--- src/rtl/u8u16_pkg.sv ---
// Shared types and constants for the UTF-8 to UTF-16 stream decoder.
package u8u16_pkg;

  localparam int QUEUE_DEPTH = 2;

  localparam logic [1:0] STATUS_OK  = 2'd0;
  localparam logic [1:0] STATUS_END = 2'd1;
  localparam logic [1:0] STATUS_ERR = 2'd2;

  localparam logic [7:0] LEAD_TWO_MIN   = 8'hC2;
  localparam logic [7:0] LEAD_THREE     = 8'hE0;
  localparam logic [7:0] LEAD_FOUR      = 8'hF0;
  localparam logic [7:0] LEAD_LAST      = 8'hF4;
  localparam logic [7:0] LEAD_ANY_MIN   = 8'hC0;
  localparam logic [7:0] E0_SECOND_MIN  = 8'hA0;
  localparam logic [7:0] F0_SECOND_MIN  = 8'h90;
  localparam logic [7:0] F4_SECOND_LIM  = 8'h90;
  localparam logic [5:0] HI_SURR_PREFIX = 6'b110110;
  localparam logic [5:0] LO_SURR_PREFIX = 6'b110111;
  localparam logic [10:0] PLANE_OFFSET  = 11'd64;

  // One classified input byte as it travels through the queue.
  typedef struct packed {
    logic [7:0] data;
    logic       is_cont;
    logic       is_nul;
    logic       is_ascii;
    logic       is_lead;
  } byte_class_t;

  typedef enum logic [2:0] {
    SEQ_IDLE   = 3'd0,
    SEQ_LEAD   = 3'd1,
    SEQ_SECOND = 3'd2,
    SEQ_THIRD  = 3'd3
  } seq_state_t;

endpackage

--- src/rtl/u8u16_byte_if.sv ---
// Byte channel: valid/ready handshake carrying one UTF-8 byte.
interface u8u16_byte_if;
  logic       valid;
  logic       ready;
  logic [7:0] byte_in;

  modport source (output valid, output byte_in, input ready);
  modport sink   (input valid, input byte_in, output ready);
endinterface

--- src/rtl/u8u16_unit_if.sv ---
// Unit channel: valid/ready handshake carrying one UTF-16 code unit and status.
interface u8u16_unit_if;
  logic        valid;
  logic        ready;
  logic [15:0] code_unit;
  logic [1:0]  status;

  modport source (output valid, output code_unit, output status, input ready);
  modport sink   (input valid, input code_unit, input status, output ready);
endinterface

--- src/rtl/utf8_to_utf16_stream_decoder_core.sv ---
// UTF-8 to UTF-16 stream decoder, top level.
//
// Takes one UTF-8 byte per transfer on byte_ch and returns UTF-16 code units
// on unit_ch, one byte per cycle sustained with no stalls from the sink. An
// ASCII byte yields its unit; two and three byte sequences yield one unit on
// their final byte; a four byte sequence yields the high surrogate on its
// third byte and the low surrogate on its fourth. NUL in idle yields unit 0
// with end status (1). Any malformed byte (stray continuation, lead above
// F4, overlong form, value above U+10FFFF, missing continuation) yields unit
// 0 with error status (2); that byte is consumed and decoding restarts in
// idle. Bytes that only extend a sequence produce no transfer. From byte
// transfer to unit transfer the byte waits in the front queue and its unit
// then in the output register. The front classifies each byte and holds up
// to QueueDepth bytes so input keeps flowing while a finished unit waits on
// the sink; the back state machine decodes one queued byte per cycle
// whenever the output register is free or being drained.
module utf8_to_utf16_stream_decoder_core #(
  parameter int QueueDepth = u8u16_pkg::QUEUE_DEPTH
) (
  input  logic          clk,
  input  logic          rst,
  u8u16_byte_if.sink    byte_ch,
  u8u16_unit_if.source  unit_ch
);

  u8u16_pkg::byte_class_t q_item;
  logic                   q_valid;
  logic                   q_pop;

  // classify + buffer
  u8u16_front #(
    .QueueDepth(QueueDepth)
  ) u_front (
    .clk     (clk),
    .rst     (rst),
    .byte_ch (byte_ch),
    .q_item  (q_item),
    .q_valid (q_valid),
    .q_pop   (q_pop)
  );

  // decode + output register
  u8u16_back u_back (
    .clk     (clk),
    .rst     (rst),
    .q_item  (q_item),
    .q_valid (q_valid),
    .q_pop   (q_pop),
    .unit_ch (unit_ch)
  );

endmodule

--- src/rtl/u8u16_front.sv ---
// Front end: classifies incoming bytes and buffers them in a small queue.
module u8u16_front #(
  parameter int QueueDepth = u8u16_pkg::QUEUE_DEPTH
) (
  input  logic                      clk,
  input  logic                      rst,
  u8u16_byte_if.sink                byte_ch,
  output u8u16_pkg::byte_class_t    q_item,
  output logic                      q_valid,
  input  logic                      q_pop
);

  localparam int PtrW = (QueueDepth > 1) ? $clog2(QueueDepth) : 1;
  localparam int CntW = $clog2(QueueDepth + 1);
  localparam logic [PtrW-1:0] PtrLast = PtrW'(QueueDepth - 1);
  localparam logic [CntW-1:0] CntFull = CntW'(QueueDepth);

  u8u16_pkg::byte_class_t entries [QueueDepth];
  u8u16_pkg::byte_class_t cls;
  logic [PtrW-1:0] wr_ptr;
  logic [PtrW-1:0] rd_ptr;
  logic [CntW-1:0] count;
  logic            push;
  logic            pop;

  always_comb begin
    cls.data     = byte_ch.byte_in;
    cls.is_cont  = (byte_ch.byte_in[7:6] == 2'b10);
    cls.is_nul   = (byte_ch.byte_in == 8'h00);
    cls.is_ascii = ~byte_ch.byte_in[7];
    cls.is_lead  = (byte_ch.byte_in >= u8u16_pkg::LEAD_ANY_MIN) &&
                   (byte_ch.byte_in <= u8u16_pkg::LEAD_LAST);
  end

  assign byte_ch.ready = (count != CntFull);
  assign push          = byte_ch.valid && byte_ch.ready;
  assign q_valid       = (count != '0);
  assign pop           = q_pop && q_valid;
  assign q_item        = entries[rd_ptr];

  always_ff @(posedge clk) begin
    if (push) begin
      entries[wr_ptr] <= cls;
    end
  end

  always_ff @(posedge clk) begin
    if (rst) begin
      wr_ptr <= '0;
      rd_ptr <= '0;
      count  <= '0;
    end else begin
      if (push) begin
        wr_ptr <= (wr_ptr == PtrLast) ? '0 : wr_ptr + 1'b1;
      end
      if (pop) begin
        rd_ptr <= (rd_ptr == PtrLast) ? '0 : rd_ptr + 1'b1;
      end
      if (push && !pop) begin
        count <= count + 1'b1;
      end else if (pop && !push) begin
        count <= count - 1'b1;
      end
    end
  end

endmodule

--- src/rtl/u8u16_back.sv ---
// Back end: sequence state machine and registered code unit output.
module u8u16_back (
  input  logic                   clk,
  input  logic                   rst,
  input  u8u16_pkg::byte_class_t q_item,
  input  logic                   q_valid,
  output logic                   q_pop,
  u8u16_unit_if.source           unit_ch
);

  u8u16_pkg::seq_state_t seq, seq_next;
  logic [7:0]  lead;
  logic [7:0]  second;
  logic [7:0]  third;
  logic [7:0]  b;
  logic        cont;
  logic        advance;
  logic        bad_second;
  logic        two_ok;
  logic [10:0] hi_bits;
  logic        res_emit;
  logic [15:0] res_unit;
  logic [1:0]  res_status;
  logic        out_free;

  assign b        = q_item.data;
  assign cont     = q_item.is_cont;
  assign out_free = !unit_ch.valid || unit_ch.ready;
  assign advance  = q_valid && out_free;
  assign q_pop    = advance;

  // Second byte checks for three and four byte leads (missing continuation, overlong, above max plane).
  assign bad_second = !cont ||
                      ((lead == u8u16_pkg::LEAD_THREE) && (b < u8u16_pkg::E0_SECOND_MIN)) ||
                      ((lead == u8u16_pkg::LEAD_FOUR) && (b < u8u16_pkg::F0_SECOND_MIN)) ||
                      ((lead == u8u16_pkg::LEAD_LAST) && (b >= u8u16_pkg::F4_SECOND_LIM));
  assign two_ok     = cont && (lead >= u8u16_pkg::LEAD_TWO_MIN);
  // Code point bits 20:10 less the plane offset; low ten bits form the high surrogate.
  assign hi_bits    = {lead[2:0], second[5:0], b[5:4]} - u8u16_pkg::PLANE_OFFSET;

  always_comb begin
    seq_next = seq;
    unique case (seq)
      u8u16_pkg::SEQ_IDLE: begin
        seq_next = q_item.is_lead ? u8u16_pkg::SEQ_LEAD : u8u16_pkg::SEQ_IDLE;
      end
      u8u16_pkg::SEQ_LEAD: begin
        if (lead < u8u16_pkg::LEAD_THREE || bad_second) begin
          seq_next = u8u16_pkg::SEQ_IDLE;
        end else begin
          seq_next = u8u16_pkg::SEQ_SECOND;
        end
      end
      u8u16_pkg::SEQ_SECOND: begin
        if (!cont || lead < u8u16_pkg::LEAD_FOUR) begin
          seq_next = u8u16_pkg::SEQ_IDLE;
        end else begin
          seq_next = u8u16_pkg::SEQ_THIRD;
        end
      end
      default: begin
        seq_next = u8u16_pkg::SEQ_IDLE;
      end
    endcase
  end

  always_comb begin
    res_emit   = 1'b0;
    res_unit   = '0;
    res_status = u8u16_pkg::STATUS_OK;
    unique case (seq)
      u8u16_pkg::SEQ_LEAD: begin
        if (lead < u8u16_pkg::LEAD_THREE) begin
          res_emit = 1'b1;
          if (two_ok) begin
            res_unit = {5'd0, lead[4:0], b[5:0]};
          end else begin
            res_status = u8u16_pkg::STATUS_ERR;
          end
        end else if (bad_second) begin
          res_emit   = 1'b1;
          res_status = u8u16_pkg::STATUS_ERR;
        end
      end
      u8u16_pkg::SEQ_SECOND: begin
        res_emit = 1'b1;
        if (!cont) begin
          res_status = u8u16_pkg::STATUS_ERR;
        end else if (lead < u8u16_pkg::LEAD_FOUR) begin
          res_unit = {lead[3:0], second[5:0], b[5:0]};
        end else begin
          res_unit = {u8u16_pkg::HI_SURR_PREFIX, hi_bits[9:0]};
        end
      end
      u8u16_pkg::SEQ_THIRD: begin
        res_emit = 1'b1;
        if (cont) begin
          res_unit = {u8u16_pkg::LO_SURR_PREFIX, third[3:0], b[5:0]};
        end else begin
          res_status = u8u16_pkg::STATUS_ERR;
        end
      end
      default: begin
        if (q_item.is_nul) begin
          res_emit   = 1'b1;
          res_status = u8u16_pkg::STATUS_END;
        end else if (q_item.is_ascii) begin
          res_emit = 1'b1;
          res_unit = {8'd0, b};
        end else if (!q_item.is_lead) begin
          res_emit   = 1'b1;
          res_status = u8u16_pkg::STATUS_ERR;
        end
      end
    endcase
  end

  always_ff @(posedge clk) begin
    if (rst) begin
      seq           <= u8u16_pkg::SEQ_IDLE;
      unit_ch.valid <= 1'b0;
    end else begin
      if (advance) begin
        seq <= seq_next;
      end
      if (out_free) begin
        unit_ch.valid <= advance && res_emit;
      end
    end
  end

  always_ff @(posedge clk) begin
    if (advance) begin
      unique case (seq)
        u8u16_pkg::SEQ_IDLE:   lead   <= b;
        u8u16_pkg::SEQ_LEAD:   second <= b;
        u8u16_pkg::SEQ_SECOND: third  <= b;
        default: ;
      endcase
      if (res_emit) begin
        unit_ch.code_unit <= res_unit;
        unit_ch.status    <= res_status;
      end
    end
  end

endmodule

--- src/flat_wrapper.sv ---
// flat-port wrapper written by rule: the top's interface ports become plain ports
module utf8_to_utf16_stream_decoder_core_flat 
#(
  parameter int QueueDepth = u8u16_pkg::QUEUE_DEPTH
)
  (clk, rst, byte_ch_valid, byte_ch_byte_in, byte_ch_ready, unit_ch_valid, unit_ch_code_unit, unit_ch_status, unit_ch_ready);
  u8u16_byte_if byte_ch_i ();
  u8u16_unit_if unit_ch_i ();
  input  logic clk;
  input  logic rst;
  input wire logic [$bits(byte_ch_i.valid)-1:0] byte_ch_valid;
  input wire logic [$bits(byte_ch_i.byte_in)-1:0] byte_ch_byte_in;
  output wire logic [$bits(byte_ch_i.ready)-1:0] byte_ch_ready;
  output wire logic [$bits(unit_ch_i.valid)-1:0] unit_ch_valid;
  output wire logic [$bits(unit_ch_i.code_unit)-1:0] unit_ch_code_unit;
  output wire logic [$bits(unit_ch_i.status)-1:0] unit_ch_status;
  input wire logic [$bits(unit_ch_i.ready)-1:0] unit_ch_ready;
  assign byte_ch_i.valid = byte_ch_valid;
  assign byte_ch_i.byte_in = byte_ch_byte_in;
  assign byte_ch_ready = byte_ch_i.ready;
  assign unit_ch_valid = unit_ch_i.valid;
  assign unit_ch_code_unit = unit_ch_i.code_unit;
  assign unit_ch_status = unit_ch_i.status;
  assign unit_ch_i.ready = unit_ch_ready;
  utf8_to_utf16_stream_decoder_core #(.QueueDepth(QueueDepth)) u_core (.clk(clk), .rst(rst), .byte_ch(byte_ch_i), .unit_ch(unit_ch_i));
endmodule
--- config.mk ---
export PLATFORM = sky130hd
export DESIGN_NAME = utf8_to_utf16_stream_decoder_core_flat
export DESIGN_NICKNAME = d
export VERILOG_FILES = /design/src/rtl/u8u16_pkg.sv /design/src/rtl/u8u16_byte_if.sv /design/src/rtl/u8u16_unit_if.sv /design/src/rtl/utf8_to_utf16_stream_decoder_core.sv /design/src/rtl/u8u16_front.sv /design/src/rtl/u8u16_back.sv /design/src/flat_wrapper.sv
export SDC_FILE = /design/constraint.sdc
export NUM_CORES = 1
export LEC_CHECK = 0
export ABC_AREA = 1
export BUFFER_PORTS_ARGS = -buffer_cell sky130_fd_sc_hd__buf_4
export CORE_AREA = 8 8 82 84
export DETAILED_ROUTE_END_ITERATION = 6
export DIE_AREA = 0 0 90 92
export MAX_ROUTING_LAYER = met4
export PLACE_DENSITY_LB_ADDON = 0.12
export SYNTH_ARGS = -nofsm -noshare
export SYNTH_HDL_FRONTEND = slang
export SYNTH_HIERARCHICAL = 1
export SYNTH_SLANG_ARGS = --single-unit
--- constraint.sdc ---
create_clock -name clk -period 2.5 [get_ports clk]
set_input_delay 0.375 -clock clk [delete_from_list [all_inputs] [get_ports clk]]
set_output_delay 0.375 -clock clk [all_outputs]
set_load 0.03 [all_outputs]
After elaboration in Yosys (flattened, before gate mapping)
Memory sizes are Yosys's and may differ from the RTL's. A register that Yosys moved wholly into a read port is not among the register bits.
Cells that the tools add are included.
W data, S select, Z words.

storage, ports and cells
  input port bits = 12
  memories = 1
  output and inout port bits = 20
  bits in writable memories = 24
  logic and storage cells = 97
  register bits after elaboration = 44

cells by class
  reduce and logical (&&, ||, !) cells = 30
  add/subtract/negate cells = 5
  equality and inequality tests = 8
  bitwise operators = 1
  magnitude comparators = 8
  multiplexer cells = 34

memory list
  memory                  words  bits a word  read ports  clocked after memory_dff  write ports  RTL line           RTL
  u_core.u_front.entries  2      12           1           1                         1            u8u16_front.sv:18  u8u16_pkg::byte_class_t entries [QueueDepth];

operators by type and width
  kind                     count
  $mux W16                 3
  $pmux W16 S3             1
  $lt A8 B8 Y1 const B     4
  $eq A8 B8 Y1 const B     3
  $ge A8 B8 Y1 const B     3
  $mux W11                 2
  $mux W2                  11
  $mux W8                  2
  $mux W1                  12
  $logic_and A1 B1 Y1      11
  $sub A10 B7 Y10 const B  1
  $le A8 B8 Y1 const B     1
  $logic_not A8 Y1         1
  $reduce_and A2 Y1        4
  $eq A3 B2 Y1 const B     2
  $logic_or A1 B1 Y1       6
  $pmux W2 S3              1
  $logic_not A1 Y1         4
  $pmux W2 S2              1
  $reduce_bool A2 Y1       2
  $eq A3 B1 Y1 const B     1
  $logic_not A3 Y1         1
  $add A1 B1 Y1 const B    2
  $add A2 B1 Y2 const B    1
  other kinds (6)          6

Logic depth before layout (Yosys ltp)
  depth in word-level cells = 9
  gate-level depth with buffers = 12
  gate-level depth less buffers = 12

By module
Netlist, hierarchy kept.

by module, submodules not included
  module       instances  area each (um2)  sequential area each (um2)  cells an instance
  u8u16_back   1          1811.7           1141.1                      171
  u8u16_front  1          1206.2           820.8                       88

Worst setup path after synthesis
OpenSTA, ideal clock, no wires.

  kind = flip-flop to flip-flop
  start = register (tool-made name)
  end = register u_core.u_back.unit_ch.code_unit[0], enable pin
  path buffers = 1
  data arrival time = 1.737 ns
  path slack = 0.390 ns
  setup time = 0.373 ns
  stages on the path, launching flop included = 8
  period minus slack after synthesis = 2.110 ns
  data required time = 2.127 ns
  cells stage by stage = dfxtp_1 > buf_6 > mux2_4 > o21ai_0 > nand3_1 > nand4_1 > nand3_1 > inv_1

RTL lines
  element                 RTL line            RTL
  end signal: assignment  u8u16_back.sv:141   unit_ch.code_unit <= res_unit;
  end: declaration        u8u16_unit_if.sv:8  modport source (output valid, output code_unit, output status, input ready);

==> reports/metrics.cfg <==
[clocking]
htree_levels = 3
cts_hold_buf = 0
post_cts_buffers = 0
cts_resized = 0
cts_tree = built
cts-root-buf = clkbuf_8
cts_buffer_depth = 2
cts_sinks = 68
cts_buffers = 9
cts.reportedPaths.clkPinSlew_ps = 70
insertion_delay_ps = 330

[placed_design]
hpwl_um = 4400
place.gp.congestion = 0.858
place_inst = 364
io_buffer_count = 31

[global_route]
grt.met1_usage_pct = 16.5
busiest_layer = met2
track_usage_pct = 14.9
overflow = 0
grt_first_pass_wirelength_um = 9490
use_met3_pct = 4.56
grt_pass1_vias = 1986
use_met2_pct = 24.5
antenna_found_initial = 0
grt_max_degree = 19

[die]
dieWidth_um = 90
rows = 27
dieArea_um2 = 8280
core_area_um2 = 5410
start_util_pct = 55.8
ios = 32
die_h_um = 92

[logic_synthesis]
syn_area_per_cell_um2 = 11.7
syn_inst = 259
ys_seq_area_share_pct = 65.0
synth.net_count = 273
synth_area_um2 = 3020
synth_adder_area_share_pct = 0.829
yosys_warnings = 6
synthTopCellsByArea = edfxtp_1 (60%), dfxtp_1 (5.3%), mux2_4 (5.0%)
synth-simple-area-share_pct = 14.8
synth_top_cell_area_share_pct = 59.7
synth_compound_area_share_pct = 8.00
netlist.top_cell.by_area = edfxtp_1
synth_mux_area_share_pct = 5.72
synthXorXnorAreaFrac_pct = 0.290
synth_top_family_by_area = simple AND/OR/NAND/NOR gates
synth_cell_type_count = 29
synth_seq_cells = 68

[layout]
final_net_count = 317
fin_cells = 380
mostFrequentLayoutCells = edfxtp_1 (60), buf_4 (37), nand2_1 (36)
antenna_cells = 0
drive_above_1_share_pct = 25.6
area_growth_pct = 17.0
mostFrequentLayoutCell = edfxtp_1

[timing]
setup_violations = 0
fin_crit_sh_pct = 87.3
skew_ps = 6.91
worst_slew_pin_slew_ps = 723
setup_tns_ps = 0
rsz0062_at_grt = false
max_freq_mhz = 458
period_minus_slack_ps = 2180
finalHoldViolations = 0
max_slew_margin_pct = 51.4
slew_violations = 0

[critical_path]
crit_path_end_kind = register
crit_end = u_core/u_back/unit_ch.code_unit[8]$_DFFE_PP_
cp.required_ps = 2520
cp-start-kind = register
reg2reg_depth = 7
r2r-end = u_core/u_back/unit_ch.code_unit[8]$_DFFE_PP_
worstSetupPathType = register to register
reg2reg_slack_ps = 320
crit_fanout = 18
critical_path_arrival_ps = 2200

[route]
drtIter0Drc = 254
detail_route.first_pass.iterations = 4
route.detailed.drc = 0
wl_per_cell_um = 15.3
vias_per_cell = 5.24
wl_um = 5820
routed-via-count = 1990
ant_nets = 0

[run_status]
status = finished, final reports clean

[power]
max-vdd-ir-drop_mv = 0.634
p_per_area_nw_per_um2 = 1270
p_leak_nw = 1.40

[min_path]
hold_class = input pin to register
whs_path_depth = 2

[flow_run]
cap_violations = 0

==> routing by layer <==
layer,wire [µm],share of wire (%)
met1,2360,41
met2,2960,51
met3,391,6.7
met4,107,1.8
met5,0,0
==> flip-flops by register name, indices dropped and copies added (netlist names), named ones only <==
signal and count:
u_core/u_front/rd_ptr 1, u_core/u_front/wr_ptr 1, u_core/u_front/count 2, u_core/u_back/third 4, u_core/u_front/entries 24, u_core/u_back/seq 2
u_core/u_back/second 6, u_core/u_back/unit_ch.status 2, u_core/u_back/unit_ch.valid 1, u_core/u_back/unit_ch.code_unit 16, u_core/u_back/lead 8
==> logic make-up after synthesis <==
kind of cell / count (synthesis)
muxes: 12
AOI/OAI and AO/OA: 41
adders and majority gates: 2
and+or+nand+nor: 96
buffers and inverters: 39
xor gates and xnor gates: 1
DFF: 68
==> worst min-delay path by stage <==
stage | startpoint | end | slack [ps]
finish | rst | u_core/u_back/unit_ch.valid$_SDFFE_PP0N_ | 230
global route | rst | u_core/u_back/unit_ch.valid$_SDFFE_PP0N_ | 210
CTS | rst | u_core/u_back/seq[0]$_SDFFE_PP0P_ | 210
detailed placement | u_core/u_front/wr_ptr$_SDFFE_PP0P_ | u_core/u_front/wr_ptr$_SDFFE_PP0P_ | 500
global placement | u_core/u_front/rd_ptr$_SDFFE_PP0P_ | u_core/u_front/rd_ptr$_SDFFE_PP0P_ | 480
floorplan | rst | u_core/u_back/unit_ch.valid$_SDFFE_PP0N_ | 440
==> metrics by stage <==
| stage | worst slack, ps | power, W | area [µm²] | utilization, % | hold WS, ps |
|---|---|---|---|---|---|
| 2_1_floorplan | 390 | 0.00315 | 3020 | - | 444 |
| 3_3_place_gp | 363 | 0.00370 | 3360 | 62.1 | 477 |
| 3_5_place_dp | 282 | 0.00373 | 3360 | 62.1 | 497 |
| 4_1_cts | 262 | 0.00453 | 3530 | 65.3 | 209 |
| 5_1_grt | 135 | 0.00477 | 3530 | 65.3 | 206 |
| 6_report | 316 | 0.00449 | 3530 | 65.3 | 227 |
==> layout make-up <==
cell class	instances	area [µm²]
Multi-Input combinational cell	152	896
Timing Repair Buffer	37	278
Fill cell	433	1870
Sequential cell	68	1960
Clock buffer	14	163
Tap cell	72	90.1
Inverter	35	131
Clock inverter	2	12.5
==> power breakdown <==
group          switching, W  internal (W)
Sequential         0.000177       0.00173
Combinational       0.00117      0.000609
Clock              0.000383      0.000414
==> Yosys cell counts <==
cell type and number:
nand3_1 21, o211ai_1 5, o21ai_0 5, mux2_2 2, nor4_1 1, a311oi_1 1, xnor2_1 1, ha_1 2
nand2_1 36, o2111ai_1 3, dfxtp_1 8, nand4_1 2, buf_4 1, o311ai_1 1, a31oi_1 4, edfxtp_1 60
nor2_1 24, a21oi_1 17, nor3_2 1, nor2_2 3, buf_2 2, inv_2 7, buf_6 1, nand2_2 4
inv_1 28, mux2_4 10, o21ai_1 5, nand3_4 2, nor3_1 2
==> critical path: stages (launching register included) <==
cell and delay (ps):
dfxtp_1 590, mux2_4 370, o21ai_0 220, nand3_1 140, nand4_1 120, nand3_1 90
inv_1 60, buf_4 250
Power figures use the tool's default switching activity.
